File: config.mk
export PLATFORM = sky130hd
export DESIGN_NAME = sat_cell
export DESIGN_NICKNAME = d
export VERILOG_FILES = /design/src/rtl/sat_pkg.sv /design/src/rtl/sat_cell.sv
export SDC_FILE = /design/constraint.sdc
export NUM_CORES = 1
export LEC_CHECK = 0
export ABC_CLOCK_PERIOD_IN_PS = 7500
export BUFFER_PORTS_ARGS = -buffer_cell sky130_fd_sc_hd__buf_2
export CAP_MARGIN = 10
export CORE_MARGIN = 2
export CORE_UTILIZATION = 50
export CTS_BUF_LIST = sky130_fd_sc_hd__clkbuf_8
export CTS_CLUSTER_SIZE = 8
export DETAILED_ROUTE_END_ITERATION = 10
export PLACE_DENSITY_LB_ADDON = 0.3
export SLEW_MARGIN = 10
export SYNTH_ARGS = -nofsm -noshare
export SYNTH_HDL_FRONTEND = slang
export SYNTH_SLANG_ARGS = --single-unit
File: constraint.sdc
create_clock -name aclk -period 7.5 [get_ports aclk]
set_input_delay 0.375 -clock aclk [delete_from_list [all_inputs] [get_ports aclk]]
set_output_delay 0.375 -clock aclk [all_outputs]
set_load 0.005 [all_outputs]
File: src/rtl/sat_pkg.sv
// shared types and constants for the segment address translator
// no dependencies; imported by every other file of the block
`default_nettype none

package sat_pkg;

    localparam int NUM_SEGMENTS_DEF = 32;

    localparam int SLOT_IDX_W = 5;
    localparam int VBASE_W    = 47;
    localparam int LEN_W      = 48;
    localparam int PBASE_W    = 52;
    localparam int ADDR_W     = 64;
    localparam int VA_BITS    = 47;
    localparam int PAGE_SHIFT = 21;

    // segment end (base + length) and physical offset (phys - base)
    localparam int END_W   = 49;
    localparam int DELTA_W = 53;

    localparam int S_TDATA_W = SLOT_IDX_W + VBASE_W + LEN_W + PBASE_W + ADDR_W;
    localparam int M_TDATA_W = ADDR_W;

    typedef enum logic [0:0] {
        OP_WRITE = 1'b0,
        OP_XLATE = 1'b1
    } op_t;

    // item travelling down the row of cells
    typedef struct packed {
        logic                  valid;
        op_t                   op;
        logic [SLOT_IDX_W-1:0] slot_index;
        logic [VBASE_W-1:0]    seg_virt_base;
        logic [LEN_W-1:0]      seg_length;
        logic [PBASE_W-1:0]    seg_phys_base;
        logic [VA_BITS-1:0]    vaddr;
        logic                  done;
        logic                  found;
        logic [DELTA_W-1:0]    delta;
    } token_t;

endpackage

`default_nettype wire

File: src/rtl/sat_cell.sv
// one segment slot of the translator row, with its pipeline register
// depends on sat_pkg
`default_nettype none

module sat_cell #(
    parameter int CELL_ID = 0
) (
    input  wire logic           aclk,
    input  wire logic           aresetn,
    input  wire logic           en,
    input  wire sat_pkg::token_t tok_in,
    output sat_pkg::token_t     tok_out
);
    import sat_pkg::*;

    logic [VBASE_W-1:0] base_reg;
    logic [END_W-1:0]   seg_end_reg;
    logic [DELTA_W-1:0] delta_reg;
    token_t             tok_reg;
    token_t             tok_next;

    logic               wr_hit;
    logic               in_seg;
    logic [VBASE_W-1:0] aligned;

    assign aligned = {tok_in.vaddr[VA_BITS-1:PAGE_SHIFT], {PAGE_SHIFT{1'b0}}};
    assign wr_hit  = tok_in.valid && (tok_in.op == OP_WRITE)
                     && (32'(tok_in.slot_index) == CELL_ID);
    assign in_seg  = (aligned >= base_reg)
                     && ({{(END_W-VBASE_W){1'b0}}, aligned} < seg_end_reg);

    always_comb begin
        tok_next = tok_in;
        if (tok_in.valid && (tok_in.op == OP_XLATE) && !tok_in.done) begin
            if (base_reg == '0) begin
                // empty slot ends the search
                tok_next.done = 1'b1;
            end else if (in_seg) begin
                tok_next.done  = 1'b1;
                tok_next.found = 1'b1;
                tok_next.delta = delta_reg;
            end
        end
    end

    always_ff @(posedge aclk) begin
        if (!aresetn) begin
            base_reg <= '0;
        end else if (en && wr_hit) begin
            base_reg <= tok_in.seg_virt_base;
        end
    end

    always_ff @(posedge aclk) begin
        if (en && wr_hit) begin
            seg_end_reg <= {{(END_W-VBASE_W){1'b0}}, tok_in.seg_virt_base}
                           + {{(END_W-LEN_W){1'b0}}, tok_in.seg_length};
            delta_reg   <= {{(DELTA_W-PBASE_W){1'b0}}, tok_in.seg_phys_base}
                           - {{(DELTA_W-VBASE_W){1'b0}}, tok_in.seg_virt_base};
        end
    end

    always_ff @(posedge aclk) begin
        if (!aresetn) begin
            tok_reg.valid <= 1'b0;
        end else if (en) begin
            tok_reg <= tok_next;
        end
    end

    assign tok_out = tok_reg;

endmodule

`default_nettype wire

Yosys cells after proc, flatten, opt, wreduce, memory -nomap -nowiden:

Index checks and enable logic that the tools add are counted.
W data, S select, Z words.

* bits in latches: 0
* memories: 0
* RAM bits: 0
* bits in read-only memories: 0
* register bits after elaboration: 405
* input port bits: 259

* $add $sub $neg: 2
* order comparisons: 2
* reduce and logical (&&, ||, !) cells: 10
* equal/unequal tests: 0
* div/mod/pow operators: 0
* bitwise operators: 1
* $mul: 0
* muxes and demuxes: 4
* shift operators: 0

Operators by type and width (number)
* $mux W55: 2
* $mux W54: 1
* $sub A52 B47 Y53: 1
* $add A47 B48 Y49: 1
* $lt A47 B49 Y1: 1
* $ge A47 B47 Y1: 1
* $logic_not A47 Y1: 1
* $logic_and A1 B1 Y1: 6
* $logic_not A5 Y1: 1
* $reduce_and A2 Y1: 1
* $logic_not A1 Y1: 1
* $mux W1: 1
* $not A1 Y1: 1

Longest topological paths before layout:

* depth after elaboration: 5
* mapped depth: 12
* depth with buffers taken out: 12

Least setup slack after synthesis:

Ideal clock, no wire load.

* path type: in2reg
* start point: input aresetn
* end point: register tok_reg, in the netlist tok_out[0], enable pin
* stages: 3
* library setup time: 648 ps
* path buffers: 2
* path slack: 206 ps
* required time: 6852 ps
* arrival time: 6645 ps
* cell sequence: clkbuf_1 > clkbuf_1 > and2_1

* cells in the longest elaborated chain, start to end: 1

Ends and longest elaborated chain
* start, declared: RTL line sat_cell.sv:9 `input wire logic aresetn,`
* $reduce_and A2 Y1 (no line)
* end signal, assigned: RTL line sat_cell.sv:67 `tok_reg <= tok_next;`
* end, declared: RTL line sat_cell.sv:19 `token_t tok_reg;`

Every way passes these cells.
A chain may end at the register's enable or synchronous reset.

Worst setup path after layout:

* start point: input tok_in[250] (netlist name)
* end point: register seg_end_reg[42], enable pin

* cells in the longest elaborated chain, start to end: 3

Ends and longest elaborated chain
* start, declared: RTL line sat_cell.sv:11 `input wire sat_pkg::token_t tok_in,`
* $logic_not A5 Y1: RTL line sat_cell.sv:28 `&& (32'(tok_in.slot_index) == CELL_ID);`
* $logic_and A1 B1 Y1: RTL line sat_cell.sv:28
* $logic_and A1 B1 Y1: RTL line sat_cell.sv:55 `if (en && wr_hit) begin`
* end signal, assigned: RTL line sat_cell.sv:56 `seg_end_reg <= {{(END_W-VBASE_W){1'b0}}, tok_in.seg_virt_base}`
* end, declared: RTL line sat_cell.sv:17 `logic [END_W-1:0] seg_end_reg;`

Every way passes these cells.

==> qor.yml <==
synth_top_area_share_pct: 51.8
tightest_slew_ns: 1.04
cts_buffer_depth: 3
die_w_um: 207
drtAntennaViolNets: 0
cellPowerDensity_nw_per_um2: 205
ys.flop_type: "edfxtp_1"
drt_first_pass_iters: 6
cts_root_buffer: "clkbuf_8"
hp-class: "in -> reg"
layout-drive-gt1-share_pct: 25.7
die_y_um: 207
finalHoldViolCount: 0
grt_overflow: 0
status: "finished, final reports clean"
rsz0062_at_grt: "false"
timing.final.max_slew_violations: 0
yosysTopAreaCell: "edfxtp_1"
final_cell_mix: "buf_2, edfxtp_1, dlygate4sd3_1"
area_growth_syn_to_layout_pct: 28.8
ios: 515
power.static_leakage_uw: 0.0113
start_util_pct: 50.7
crit_arrival_ns: 4.19
clock_sinks: 405
ys_seq_area_share_pct: 56.4
clkTransAtPathRegs_ns: 0.06
place_hpwl_mm: 44.3
die_area_um2: 43000
syn-num-nets: 2135
ys_warn_count: 0
setup-violations-final: 0
setup-tns-final_ns: 0
whs_ns: 0.0340
dp.cells: 2720
post_cts_buffers: 0
place_area_um2: 23700
fin_worst_skew_ns: 0.0216
min_period_ns: 3.96
syn-cell-area_um2: 20700
grt_max_degree: 92
vias: 16500
worstRegToRegCells: 11
synthDistinctLibCells: 82
track_usage_pct: 27.7
final_area_um2: 26700
portBuffers: 514
critPathKind: "in -> reg"
grt_pass1_vias: 16600
htreeDepth: 3
async_reset_ff_share_pct: 0
grt_pass1_wl_mm: 92.4
cts_made_buffers: 69
wirelength_mm: 60.7
crit_fanout: 91
period_share_pct: 52.8
antenna_found_initial: 4
largest_reg_flops: 256
rows: 74
cp-start-kind: "input pin"
yosys_register_bits: 405
final-instance-count-excl-fill: 3007
synth_area_leaders: "edfxtp_1, ha_1, dfxtp_1, a21o_1, mux2_1"
fmax_mhz: 252
synth_cells: 1728
nFillCells: 3133
synth_edf_count: 357
wl_per_cell_um: 20.2
tritoncts: "yes"
routed_via_density: 5.50
maxCapViolCount: 0
route.detailed.drc: 0
place_congestion: 0.917
syn_area_per_cell_um2: 12.0
drtIter0Drc: 1075
final_common_cell: "buf_2"
setup.worst_path.end_class: "flip-flop"
clkLatencyLatePin_ns: 0.63
maxSlewHeadroom_pct: 30.5
required_ns: 7.73
peakVddDrop_mv: 0.148
final_util_pct: 65.3
core_um2: 40800
min_path_cells: 1
fin_nets: 2831
## cells in the mapped netlist, types with 5 or more instances
cell	number
a31oi_1	18
a21oi_1	118
nor2b_1	8
nand2_1	151
nor4_1	17
and4_1	5
or3_1	7
buf_2	8
o21ai_1	13
o21a_1	13
dfxtp_1	48
a211oi_1	11
and2_1	12
a21boi_0	55
or2_2	9
a21o_1	99
and3_1	15
nand2b_1	11
nand3_1	38
o211ai_1	10
clkbuf_1	42
o21ai_0	44
xnor2_1	51
nor3_1	21
mux2_1	54
edfxtp_1	357
nand4_1	28
nor2_1	54
o21bai_1	14
inv_1	129
ha_1	146
nor3b_1	6
xor2_1	30
## path summary, 6_finish.rpt
kind | startpoint | end | slack, ns
max | tok_in[250] | seg_end_reg[42] | 3.54
min reg2reg | base_reg[9] | base_reg[9] | 0.47
max reg2reg | seg_end_reg[38] | tok_out[8] | 3.82
min | tok_in[98] | tok_out[98] | 0.03
## cell families (layout without fill, tap and decap cells)
kind of cell               count (synthesis)  in the layout  share of synthesized area [%]
AOI/OAI and AO/OA                        449            449                           14.6
xor gates and xnor gates                  81             81                           3.43
adders and majority gates                148            148                           9.02
buffers and inverters                    187            933                           3.73
DFF                                      405            405                           56.4
muxes                                     58             58                           3.13
other                                      0              1                              0
and+or+nand+nor                          400            400                           9.69
## power breakdown
group          leakage [uW]  internal (uW)  switching [uW]
Clock              0.000744           1020             901
Combinational       0.00687            414             531
Sequential          0.00369           2590            23.9
Total                0.0113           4020            1460
## stage by stage
step           setup slack (ns)  total power, uW
6_report                   3.54             5470
5_1_grt                    3.18             5690
4_1_cts                    3.41             5480
3_5_place_dp               3.29             3510
3_3_place_gp               3.28             3500
2_1_floorplan             0.206             3180
## metal layers
layer | vias up | track usage (%) | routed length, um
li1 | 7853 | - | -
met1 | 7843 | 35.4 | 25200
met2 | 702 | 45.6 | 29100
met3 | 143 | 6.11 | 4300
met4 | 6 | 11.7 | 2150
met5 | - | 0 | 38
## critical path, stage by stage
cell	delay, ns
dlygate4sd3_1	0.53
buf_2	0.15
nor4_1	0.70
nand2_2	0.76
inv_6	0.69
buf_4	0.87
## layout make-up
type                            instances  area (um^2)  area share (%)
Timing Repair Buffer                  683         4250            16.0
Antenna cell                            1         2.50         0.00939
Multi-Input combinational cell       1136         8250            31.0
Tap cell                              532          666            2.50
Inverter                              129          489            1.83
Clock inverter                         43          241           0.906
Sequential cell                       405        11700            43.8
Clock buffer                           78         1070            4.03
## what timing repair did
item                                   in CTS  in global routing
resized for setup                           0                  0
endpoints found under the hold margin     165                  0
hold buffers                              165                  0
(Power assumes the default switching activity.)
