File: src/rtl/sat_pkg.sv
// shared types and constants for the segment address translator
// no dependencies; imported by every other file of the block
`default_nettype none

package sat_pkg;

    localparam int NUM_SEGMENTS_DEF = 32;

    localparam int SLOT_IDX_W = 5;
    localparam int VBASE_W    = 47;
    localparam int LEN_W      = 48;
    localparam int PBASE_W    = 52;
    localparam int ADDR_W     = 64;
    localparam int VA_BITS    = 47;
    localparam int PAGE_SHIFT = 21;

    // segment end (base + length) and physical offset (phys - base)
    localparam int END_W   = 49;
    localparam int DELTA_W = 53;

    localparam int S_TDATA_W = SLOT_IDX_W + VBASE_W + LEN_W + PBASE_W + ADDR_W;
    localparam int M_TDATA_W = ADDR_W;

    typedef enum logic [0:0] {
        OP_WRITE = 1'b0,
        OP_XLATE = 1'b1
    } op_t;

    // item travelling down the row of cells
    typedef struct packed {
        logic                  valid;
        op_t                   op;
        logic [SLOT_IDX_W-1:0] slot_index;
        logic [VBASE_W-1:0]    seg_virt_base;
        logic [LEN_W-1:0]      seg_length;
        logic [PBASE_W-1:0]    seg_phys_base;
        logic [VA_BITS-1:0]    vaddr;
        logic                  done;
        logic                  found;
        logic [DELTA_W-1:0]    delta;
    } token_t;

endpackage

`default_nettype wire

File: src/rtl/sat_result.sv
// result stage: forms the physical address and holds it for the m_ side
// depends on sat_pkg
`default_nettype none

module sat_result (
    input  wire logic            aclk,
    input  wire logic            aresetn,
    input  wire sat_pkg::token_t tok_last,
    input  wire logic            m_tready,
    output logic                 m_tvalid,
    output logic [sat_pkg::ADDR_W-1:0] xlat_addr,
    output logic                 found,
    output logic                 chain_en
);
    import sat_pkg::*;

    logic               valid_reg;
    logic [ADDR_W-1:0]  xlat_addr_reg;
    logic               found_reg;
    logic               last_xlate;
    logic [DELTA_W-1:0] paddr;
    logic [ADDR_W-1:0]  xlat_addr_next;

    assign last_xlate = tok_last.valid && (tok_last.op == OP_XLATE);
    // row moves unless a result would land on an untaken one
    assign chain_en   = !last_xlate || !valid_reg || m_tready;

    assign paddr = {{(DELTA_W-VA_BITS){1'b0}},
                    tok_last.vaddr[VA_BITS-1:PAGE_SHIFT], {PAGE_SHIFT{1'b0}}}
                   + tok_last.delta;

    always_comb begin
        if (tok_last.found) begin
            xlat_addr_next = {{(ADDR_W-DELTA_W){1'b0}},
                              paddr[DELTA_W-1:PAGE_SHIFT],
                              tok_last.vaddr[PAGE_SHIFT-1:0]};
        end else begin
            xlat_addr_next = '1;
        end
    end

    always_ff @(posedge aclk) begin
        if (!aresetn) begin
            valid_reg <= 1'b0;
        end else if (chain_en && last_xlate) begin
            valid_reg <= 1'b1;
        end else if (m_tready) begin
            valid_reg <= 1'b0;
        end
    end

    always_ff @(posedge aclk) begin
        if (chain_en && last_xlate) begin
            xlat_addr_reg <= xlat_addr_next;
            found_reg     <= tok_last.found;
        end
    end

    assign m_tvalid  = valid_reg;
    assign xlat_addr = xlat_addr_reg;
    assign found     = found_reg;

endmodule

`default_nettype wire

File: config.mk
export PLATFORM = sky130hd
export DESIGN_NAME = sat_result
export DESIGN_NICKNAME = d
export VERILOG_FILES = /design/src/rtl/sat_pkg.sv /design/src/rtl/sat_result.sv
export SDC_FILE = /design/constraint.sdc
export NUM_CORES = 1
export LEC_CHECK = 0
export BUFFER_PORTS_ARGS = -buffer_cell sky130_fd_sc_hd__buf_2
export CELL_PAD_IN_SITES_DETAIL_PLACEMENT = 2
export CELL_PAD_IN_SITES_GLOBAL_PLACEMENT = 2
export CORE_UTILIZATION = 21
export CTS_CLUSTER_DIAMETER = 30
export DETAILED_ROUTE_END_ITERATION = 6
export GPL_TIMING_DRIVEN = 0
export HOLD_SLACK_MARGIN = 0.15
export PLACE_DENSITY_LB_ADDON = 0.25
export SYNTH_ARGS = -nofsm -noshare
export SYNTH_HDL_FRONTEND = slang
export SYNTH_SLANG_ARGS = --single-unit
File: constraint.sdc
create_clock -name aclk -period 9.97 [get_ports aclk]
set_clock_uncertainty 0.15 [all_clocks]
set_input_delay 1.994 -clock aclk [delete_from_list [all_inputs] [get_ports aclk]]
set_output_delay 1.994 -clock aclk [all_outputs]
set_load 0.02 [all_outputs]
Word level (Yosys, flattened, before mapping)
Cells that the tools add are included.
{ "op_classes": {"n_bitwise": 0, "multipliers": 0, "addsub": 1, "reduce_logical": 7, "n_eq_ne": 0, "muxes": 3, "div_mod_pow": 0, "n_shift": 0, "magnitude_cmp": 0} }
{ "op_table": {"columns": ["op", "n"], "rows": [
  ["two-way mux 64 bit", 1],
  ["adder 47 x 53 -> 53 bit", 1],
  ["logical AND 1 bit", 2],
  ["zero test 1 bit", 2],
  ["logical OR 1 bit", 2],
  ["two-way mux 1 bit", 2],
  ["nonzero test 2 bit", 1]
]} }
{ "totals": {"inputBits": 259, "out_inout_bits": 67, "rom_bits": 0, "ff_bits": 66, "latch_bits": 0, "word_cells": 15, "mem_bits_rw": 0, "memories": 0} }

Logic depth before layout (Yosys ltp)
Gate-level depths: netlist of run 1.
{ "logic_depth": {"depth_word": 6, "ltp_mapped": 10, "mapped_depth_nobuf": 10} }

Worst setup path before layout of run 1
Ideal clock, no wire load.
{ "synth_path": {"path_kind": "input port to flip-flop", "start": "in m_tready", "end": "reg found_reg (netlist: found) (enable)", "slack_ps": 4984, "required_ps": 9351, "n_path_buf": 0, "arrival_ps": 4367, "path_stages": 2, "setup_time_ps": 469, "path_cell_list": "nor2b_1 > nor2_1"} }
{ "synth_via": {"elab_chain_cells": 2} }
{ "synth_rtl": {"columns": ["element", "line", "source"], "rows": [
  ["start, declared", "sat_result.sv:9", "input wire logic m_tready,"],
  ["logical OR 1 bit", "sat_result.sv:26", "assign chain_en = !last_xlate || !valid_reg || m_tready;"],
  ["logical AND 1 bit", "sat_result.sv:53", "if (chain_en && last_xlate) begin"],
  ["end signal, assigned", "sat_result.sv:55", "found_reg <= tok_last.found;"],
  ["end, declared", "sat_result.sv:19", "logic found_reg;"]
]} }
Every way passes these cells.
A chain may end at the register's enable or synchronous reset.

Final worst setup path of run 1
{ "layout_path": {"start": "in m_tready", "end": "out chain_en"} }
{ "layout_via": {"elab_chain_cells": 1} }
{ "layout_rtl": {"columns": ["element", "line", "source"], "rows": [
  ["logical OR 1 bit", "sat_result.sv:26", null],
  ["end, declared", "sat_result.sv:13", "output logic chain_en"]
]} }
Every way passes these cells.

==> flow_metrics.env, run 1 <==
export IMPL_drive_above_1_share=0.3818
export IMPL_tightest_slew_ns=0.7101
export IMPL_dr_pass1_iters=4
export IMPL_async_flop_share=0
export IMPL_path_buf_inv=2
export IMPL_grt_pass1_wl_um=19110
export IMPL_leakagePower_nw=2.067
export IMPL_finalNetCount=780
export IMPL_clk_insertion_delay_late_ns=0.30
export IMPL_ctsHoldBuffers=0
export IMPL_ys_seq_elements=56
export IMPL_root_buffer="clkbuf_16"
export IMPL_grt_pass1_vias=3433
export IMPL_antenna_found_initial=0
export IMPL_synth_cell_types=51
export IMPL_cp_max_fo=3
export IMPL_gp_congestion=0.7220
export IMPL_final_max_slew_viol_count=0
export IMPL_critPathSlowestCell="nor2b_1"
export IMPL_htreeDepth=2
export IMPL_setup_viol=0
export IMPL_die_x_um=132.8
export IMPL_period_share=0.4822
export IMPL_yosysSeqAreaShare=0.4652
export IMPL_vias_per_cell=4.460
export IMPL_avgRoutedWirePerCell_um=16.89
export IMPL_critical_path_startpoint_type="primary input"
export IMPL_required_ns=7.83
export IMPL_drv_cap=0
export IMPL_final_common_cell="buf_2"
export IMPL_whs_path_depth=3
export IMPL_path_clk_slew_ns=0.08
export IMPL_grt_max_degree=30
export IMPL_overflow=0
export IMPL_clk_path_buf_depth=2
export IMPL_max_stage_delay_ns=0.27
export IMPL_outcome="finished clean"
export IMPL_syn_inst=334
export IMPL_drtAntennaViolNets=0
export IMPL_vdd_ir_drop_worst_uv=65.43
export IMPL_row_count=47
export IMPL_path_cells="buf_2, nor2b_1, nand3_1, buf_2"
export IMPL_cts_tree="yes"
export IMPL_critical_path_depth=4
export IMPL_syn_area_mm2=0.003593
export IMPL_powerDensity_mw_per_mm2=134.6
export IMPL_syn_to_final_growth_pct=34.40
export IMPL_rsz0062_at_grt="no"
export IMPL_worst_setup_path_type="primary input to output pin"
export IMPL_largest_reg_flops=54
export IMPL_ys_warn_count=0
export IMPL_io_buffers=151
export IMPL_final_cell_mix="buf_2, edfxtp_1, nand2_1, nand2b_1, ha_1"
export IMPL_grt_busiest_layer="met2"
export IMPL_cts_resized_gates=0
export IMPL_fin_crit_ns=4.808
export IMPL_clock_sinks=56
export IMPL_use_met2=0.2150
export IMPL_cts_buffers=5
export IMPL_ios=326
export IMPL_wl_um=12070
export IMPL_syn_area_per_cell_um2=10.76
export IMPL_vias=3189
export IMPL_initial_utilization=0.2159
export IMPL_synth_edf_count=55
export IMPL_grtUsageMet1=0.2003
export IMPL_drt_iter0_markers=54
export IMPL_fp_dieArea_mm2=0.01764
export IMPL_die_h_um=132.8
export IMPL_cp_end_kind="output pin"
export IMPL_grt_usage=0.1411
export IMPL_antenna_cells=0
export IMPL_p_total_uw=650.2
export IMPL_place_ws_ns=5.157
export IMPL_crit_top_cell="buf_2"
export IMPL_ys_flop_type="edfxtp_1"
export IMPL_finalSetupTns_ns=0
export IMPL_core_area_mm2=0.01664
export IMPL_hold_viol=0
export IMPL_max_freq_mhz=208.0
export IMPL_syn_num_nets=620
export IMPL_drc=0
export IMPL_r2r_cells=4
export IMPL_hold_class="flip-flop to flip-flop"
export IMPL_arrival_ns=2.66
export IMPL_hpwl_um=9967
export IMPL_cts_setup_buffers=0
export IMPL_gr_usage_met3=0.02874
export IMPL_setup_ws_ns=5.162
export IMPL_utilization=0.2902
export IMPL_cpLargestDelayFamily="simple AND/OR/NAND/NOR gates"
export IMPL_maxSlewHeadroom=0.5266
[layout make-up]
| type | instances | area, um2 |
|---|---|---|
| Clock inverter | 3 | 25.02 |
| Timing Repair Buffer | 153 | 803.3 |
| Fill cell | 1897 | 11810 |
| Buffer | 19 | 108.9 |
| Multi-Input combinational cell | 255 | 1805 |
| Inverter | 4 | 15.01 |
| Clock buffer | 5 | 125.1 |
| Tap cell | 220 | 275.3 |
| Sequential cell | 56 | 1672 |
[cells in the mapped netlist, types with 2 or more instances]
cell / number / area share
a211oi_1: 5 / 0.010
a211oi_2: 5 / 0.017
a21o_1: 15 / 0.031
a21oi_1: 16 / 0.022
a31oi_1: 3 / 0.0052
and2_1: 2 / 0.0035
and3_1: 6 / 0.010
buf_4: 10 / 0.021
clkbuf_1: 9 / 0.0094
edfxtp_1: 55 / 0.46
ha_1: 26 / 0.091
inv_1: 4 / 0.0042
nand2_1: 45 / 0.047
nand2b_1: 26 / 0.045
nand3_1: 8 / 0.011
nand4b_1: 2 / 0.0049
nor2_1: 14 / 0.015
nor2b_1: 6 / 0.010
nor3_1: 4 / 0.0056
nor4_1: 2 / 0.0035
o2111a_1: 2 / 0.0063
o211a_1: 2 / 0.0056
o211ai_1: 3 / 0.0063
o21a_1: 3 / 0.0063
o21ai_0: 14 / 0.019
o21ai_1: 3 / 0.0042
o21bai_1: 2 / 0.0042
o22ai_1: 2 / 0.0035
o311a_2: 2 / 0.0063
xnor2_1: 7 / 0.017
xor2_1: 11 / 0.027
[cells by family after synthesis]
kind of cell	Yosys count	synth area share
xor+xnor	18	0.04387
mux	2	0.007311
flops	56	0.4652
simple gates	119	0.1657
fa+ha+maj	27	0.09610
buf+inv	23	0.03447
compound gates	89	0.1873
[worst paths after layout]
check	start	end	slack [ns]
setup / recovery	m_tready	chain_en	5.16
hold / removal	m_tvalid$_SDFFE_PN0P_	m_tvalid$_SDFFE_PN0P_	0.58
setup reg to reg	m_tvalid$_SDFFE_PN0P_	xlat_addr[8]$_SDFFCE_PN1P_	8.20
hold reg to reg	m_tvalid$_SDFFE_PN0P_	m_tvalid$_SDFFE_PN0P_	0.58
[tightest hold or removal path: stages, from the launching register on]
cell and delay [ns]:
dfxtp_1 0.32, nor2b_1 0.17, a21oi_1 0.14, nor2b_1 0.05
[through the flow]
step	cell area, um2	hold WS (ns)	instances
finish	4830	0.5754	715
global placement	4624	0.5204	705
CTS	4830	0.5914	715
global route	4830	0.6337	715
detailed placement	4679	0.5790	707
floorplan	3593	0.5681	334
[report_power, final]
part | internal, mW | switching (mW) | leakage (nW)
clock | 0.0955 | 0.0958 | 0.0708
sequential | 0.275 | 0.00341 | 0.503
combinational | 0.0722 | 0.108 | 1.49
total | 0.443 | 0.207 | 2.07
[routing by layer]
layer	vias up	wire (um)
met5	-	0
met4	0	160
met3	8	721
met2	124	5169
met1	1506	6021
li1	1551	-
Note: power is estimated with default switching activity, not from simulation.
==> inputs of run 2 (changes only) <==
--- a/config.mk
+++ b/config.mk
@@ -5,10 +5,11 @@
 export SDC_FILE = /design/constraint.sdc
 export NUM_CORES = 1
 export LEC_CHECK = 0
+export ABC_AREA = 1
 export BUFFER_PORTS_ARGS = -buffer_cell sky130_fd_sc_hd__buf_2
 export CELL_PAD_IN_SITES_DETAIL_PLACEMENT = 2
 export CELL_PAD_IN_SITES_GLOBAL_PLACEMENT = 2
-export CORE_UTILIZATION = 21
+export CORE_UTILIZATION = 20
 export CTS_CLUSTER_DIAMETER = 30
 export DETAILED_ROUTE_END_ITERATION = 6
 export GPL_TIMING_DRIVEN = 0
==> constraint.sdc (replaced) <==
create_clock -name aclk -period 4.85 [get_ports aclk]
set_clock_uncertainty 0.15 [all_clocks]
set_input_delay 0.97 -clock aclk [delete_from_list [all_inputs] [get_ports aclk]]
set_output_delay 0.97 -clock aclk [all_outputs]
set_load 0.02 [all_outputs]
==> flow_metrics.env, run 2 <==
export IMPL_outcome="finished clean"
export IMPL_gp_congestion=0.8205
export IMPL_seq_area_mm2=0.001672
export IMPL_switching_share=0.3377
export IMPL_root_buffer="clkbuf_16"
export IMPL_ys_seq_elements=56
export IMPL_power_switching_uw=489.7
export IMPL_drc=0
export IMPL_required_ns=4.72
export IMPL_syn_inst=608
export IMPL_synthTopCellsByArea="edfxtp_1, nand2_1, inv_1"
export IMPL_die_x_um=149.4
export IMPL_syn_area_per_cell_um2=7.145
export IMPL_final_cell_mix="nand2_1, buf_2, inv_1, edfxtp_1, nand3_1"
export IMPL_drt_iter0_markers=109
export IMPL_cp_max_fo=5
export IMPL_use_met2=0.2500
export IMPL_ios=326
export IMPL_die_h_um=149.4
export IMPL_p_int_uw=960.1
export IMPL_min_from="m_tvalid$_SDFFE_PN0P_"
export IMPL_critical_path_startpoint_type="primary input"
export IMPL_seq_power_share=0.394
export IMPL_hold_viol=0
export IMPL_dr_pass1_iters=4
export IMPL_worstReg2RegStart="m_tvalid$_SDFFE_PN0P_"
export IMPL_syn_num_nets=894
export IMPL_gr_usage_met3=0.02630
export IMPL_max_freq_mhz=353.1
export IMPL_cts_setup_buffers=0
export IMPL_antenna_found_initial=1
export IMPL_cts_tree="yes"
export IMPL_ctsHoldBuffers=0
export IMPL_comb_power_share=0.297
export IMPL_worst_setup_path_type="primary input to flip-flop"
export IMPL_async_flop_share=0
export IMPL_grt_max_degree=34
export IMPL_core_area_mm2=0.02115
export IMPL_syn_to_final_growth_pct=29.87
export IMPL_drv_cap=0
export IMPL_yosysSeqAreaShare=0.3848
export IMPL_r2r_cells=4
export IMPL_rsz0062_at_grt="no"
export IMPL_grt_pass1_vias=4847
export IMPL_grtUsageMet1=0.2000
export IMPL_arrival_ns=2.70
export IMPL_leakagePower_nw=2.949
export IMPL_drive_above_1_share=0.2891
export IMPL_io_buffers=151
export IMPL_grt_usage=0.1507
export IMPL_hold_path_endpoint="m_tvalid$_SDFFE_PN0P_"
export IMPL_htreeDepth=2
export IMPL_fp_dieArea_mm2=0.02231
export IMPL_final_max_slew_viol_count=0
export IMPL_final_cells=1044
export IMPL_nFillCells=2567
export IMPL_r2r_end="xlat_addr[50]$_SDFFCE_PN1P_"
export IMPL_period_share=0.5839
export IMPL_path_clk_slew_ns=0.08
export IMPL_finalNetCount=1053
export IMPL_syn_area_mm2=0.004344
export IMPL_clk_insertion_delay_late_ns=0.31
export IMPL_powerDensity_mw_per_mm2=257.0
export IMPL_vias_per_cell=4.235
export IMPL_cts_resized_gates=0
export IMPL_yosys_area_top_type="edfxtp_1"
export IMPL_wl_um=16460
export IMPL_hpwl_um=14120
export IMPL_multi_input_area_mm2=0.002125
export IMPL_row_count=53
export IMPL_yosysMostFrequentCell="nand2_1"
export IMPL_vias=4421
export IMPL_largest_reg_flops=54
export IMPL_whs_path_depth=3
export IMPL_setup_viol=0
export IMPL_pwr_share_clk=0.309
export IMPL_netlist_top_cells_count="nand2_1, inv_1, edfxtp_1"
export IMPL_synth_edf_count=55
export IMPL_ys_warn_count=0
export IMPL_reg2reg_slack_ns=2.96
export IMPL_avgRoutedWirePerCell_um=15.77
export IMPL_maxSlewHeadroom=0.4230
export IMPL_ys_flop_type="edfxtp_1"
export IMPL_finalSetupTns_ns=0
export IMPL_grt_pass1_wl_um=25450
export IMPL_synth_cell_types=28
export IMPL_clk_path_buf_depth=2
export IMPL_final_common_cell="nand2_1"
export IMPL_tightest_slew_ns=0.8656
export IMPL_placed_cells=1035
export IMPL_fin_crit_ns=2.832
export IMPL_overflow=0
export IMPL_clock_sinks=56
export IMPL_drtAntennaViolNets=0
export IMPL_synth_top_area_frac=0.3802
export IMPL_grt_busiest_layer="met2"
export IMPL_hold_class="flip-flop to flip-flop"
export IMPL_cp_end_kind="flip-flop"
export IMPL_initial_utilization=0.2054
export IMPL_vdd_ir_drop_worst_uv=122.6
export IMPL_cts_buffers=5
## run 2: worst max path at each step
stage / from / end / slack [ns] / depth (start not counted)
global route: tok_last[21] / xlat_addr[45]$_SDFFCE_PN1P_ / 1.87 / 13
CTS: tok_last[21] / xlat_addr[37]$_SDFFCE_PN1P_ / 1.99 / 11
floorplan: m_tready / found$_DFFE_PP_ / 0.86 / 2
global placement: m_tready / xlat_addr[51]$_SDFFCE_PN1P_ / -0.59 / 3
finish: tok_last[21] / xlat_addr[45]$_SDFFCE_PN1P_ / 2.02 / 13
detailed placement: tok_last[21] / xlat_addr[37]$_SDFFCE_PN1P_ / 1.67 / 11
## run 2: per-layer routing
layer	vias up	share of wire
met1	2074	0.49
li1	2201	-
met4	0	0.017
met2	129	0.44
met3	17	0.047
met5	-	0
## run 2: kinds of logic after synthesis
kind of cell	count (synthesis)	synth area share
buffers and inverters	138	0.1279
AO/OA/AOI/OAI	34	0.04119
adder cells (fa/ha/maj)	27	0.07949
AND/OR/NAND/NOR	348	0.3566
XOR/XNOR	5	0.01008
flip-flops	56	0.3848
## run 2: worst max-delay path, cell delays in order
cell     delay (ns)
buf_2          0.10
ha_1           0.25
fa_1           0.51
nand3_1        0.16
nand3_2        0.13
nand2_1        0.09
nand2_1        0.08
nand2_1        0.09
nand2_2        0.07
nand2_1        0.08
nand2_1        0.05
nand2_1        0.05
nand3_1        0.08
## run 2: through the flow
step           utilization  hold WS (ns)  worst slack (ns)  area, um2  power (mW)
6_report            0.2667        0.5299             2.018       5642       1.450
3_5_place_dp        0.2587        0.5326             1.669       5472       1.024
2_1_floorplan            -        0.5386            0.8586       4344      0.8535
3_3_place_gp        0.2573        0.4551           -0.5892       5444       1.010
5_1_grt             0.2666        0.5701             1.869       5639       1.542
4_1_cts             0.2666        0.5451             1.986       5639       1.480
## run 2: cell type report
type,instances,area share
flip-flops and latches,56,0.2963
plain buffers,15,0.01663
well taps,275,0.06099
diodes,1,0.0004436
inverters,123,0.08184
multi-input cells,414,0.3766
clock buffers,6,0.02284
repair buffers,152,0.1375
clock inverters,2,0.006875
## run 2: power groups by stage
stage	sequential, mW	combinational, mW	clock [mW]
after floorplan	0.616	0.237	0
after global placement	0.585	0.425	0
after detailed placement	0.583	0.440	0
after CTS	0.572	0.444	0.464
after global routing	0.575	0.487	0.480
final	0.571	0.431	0.448
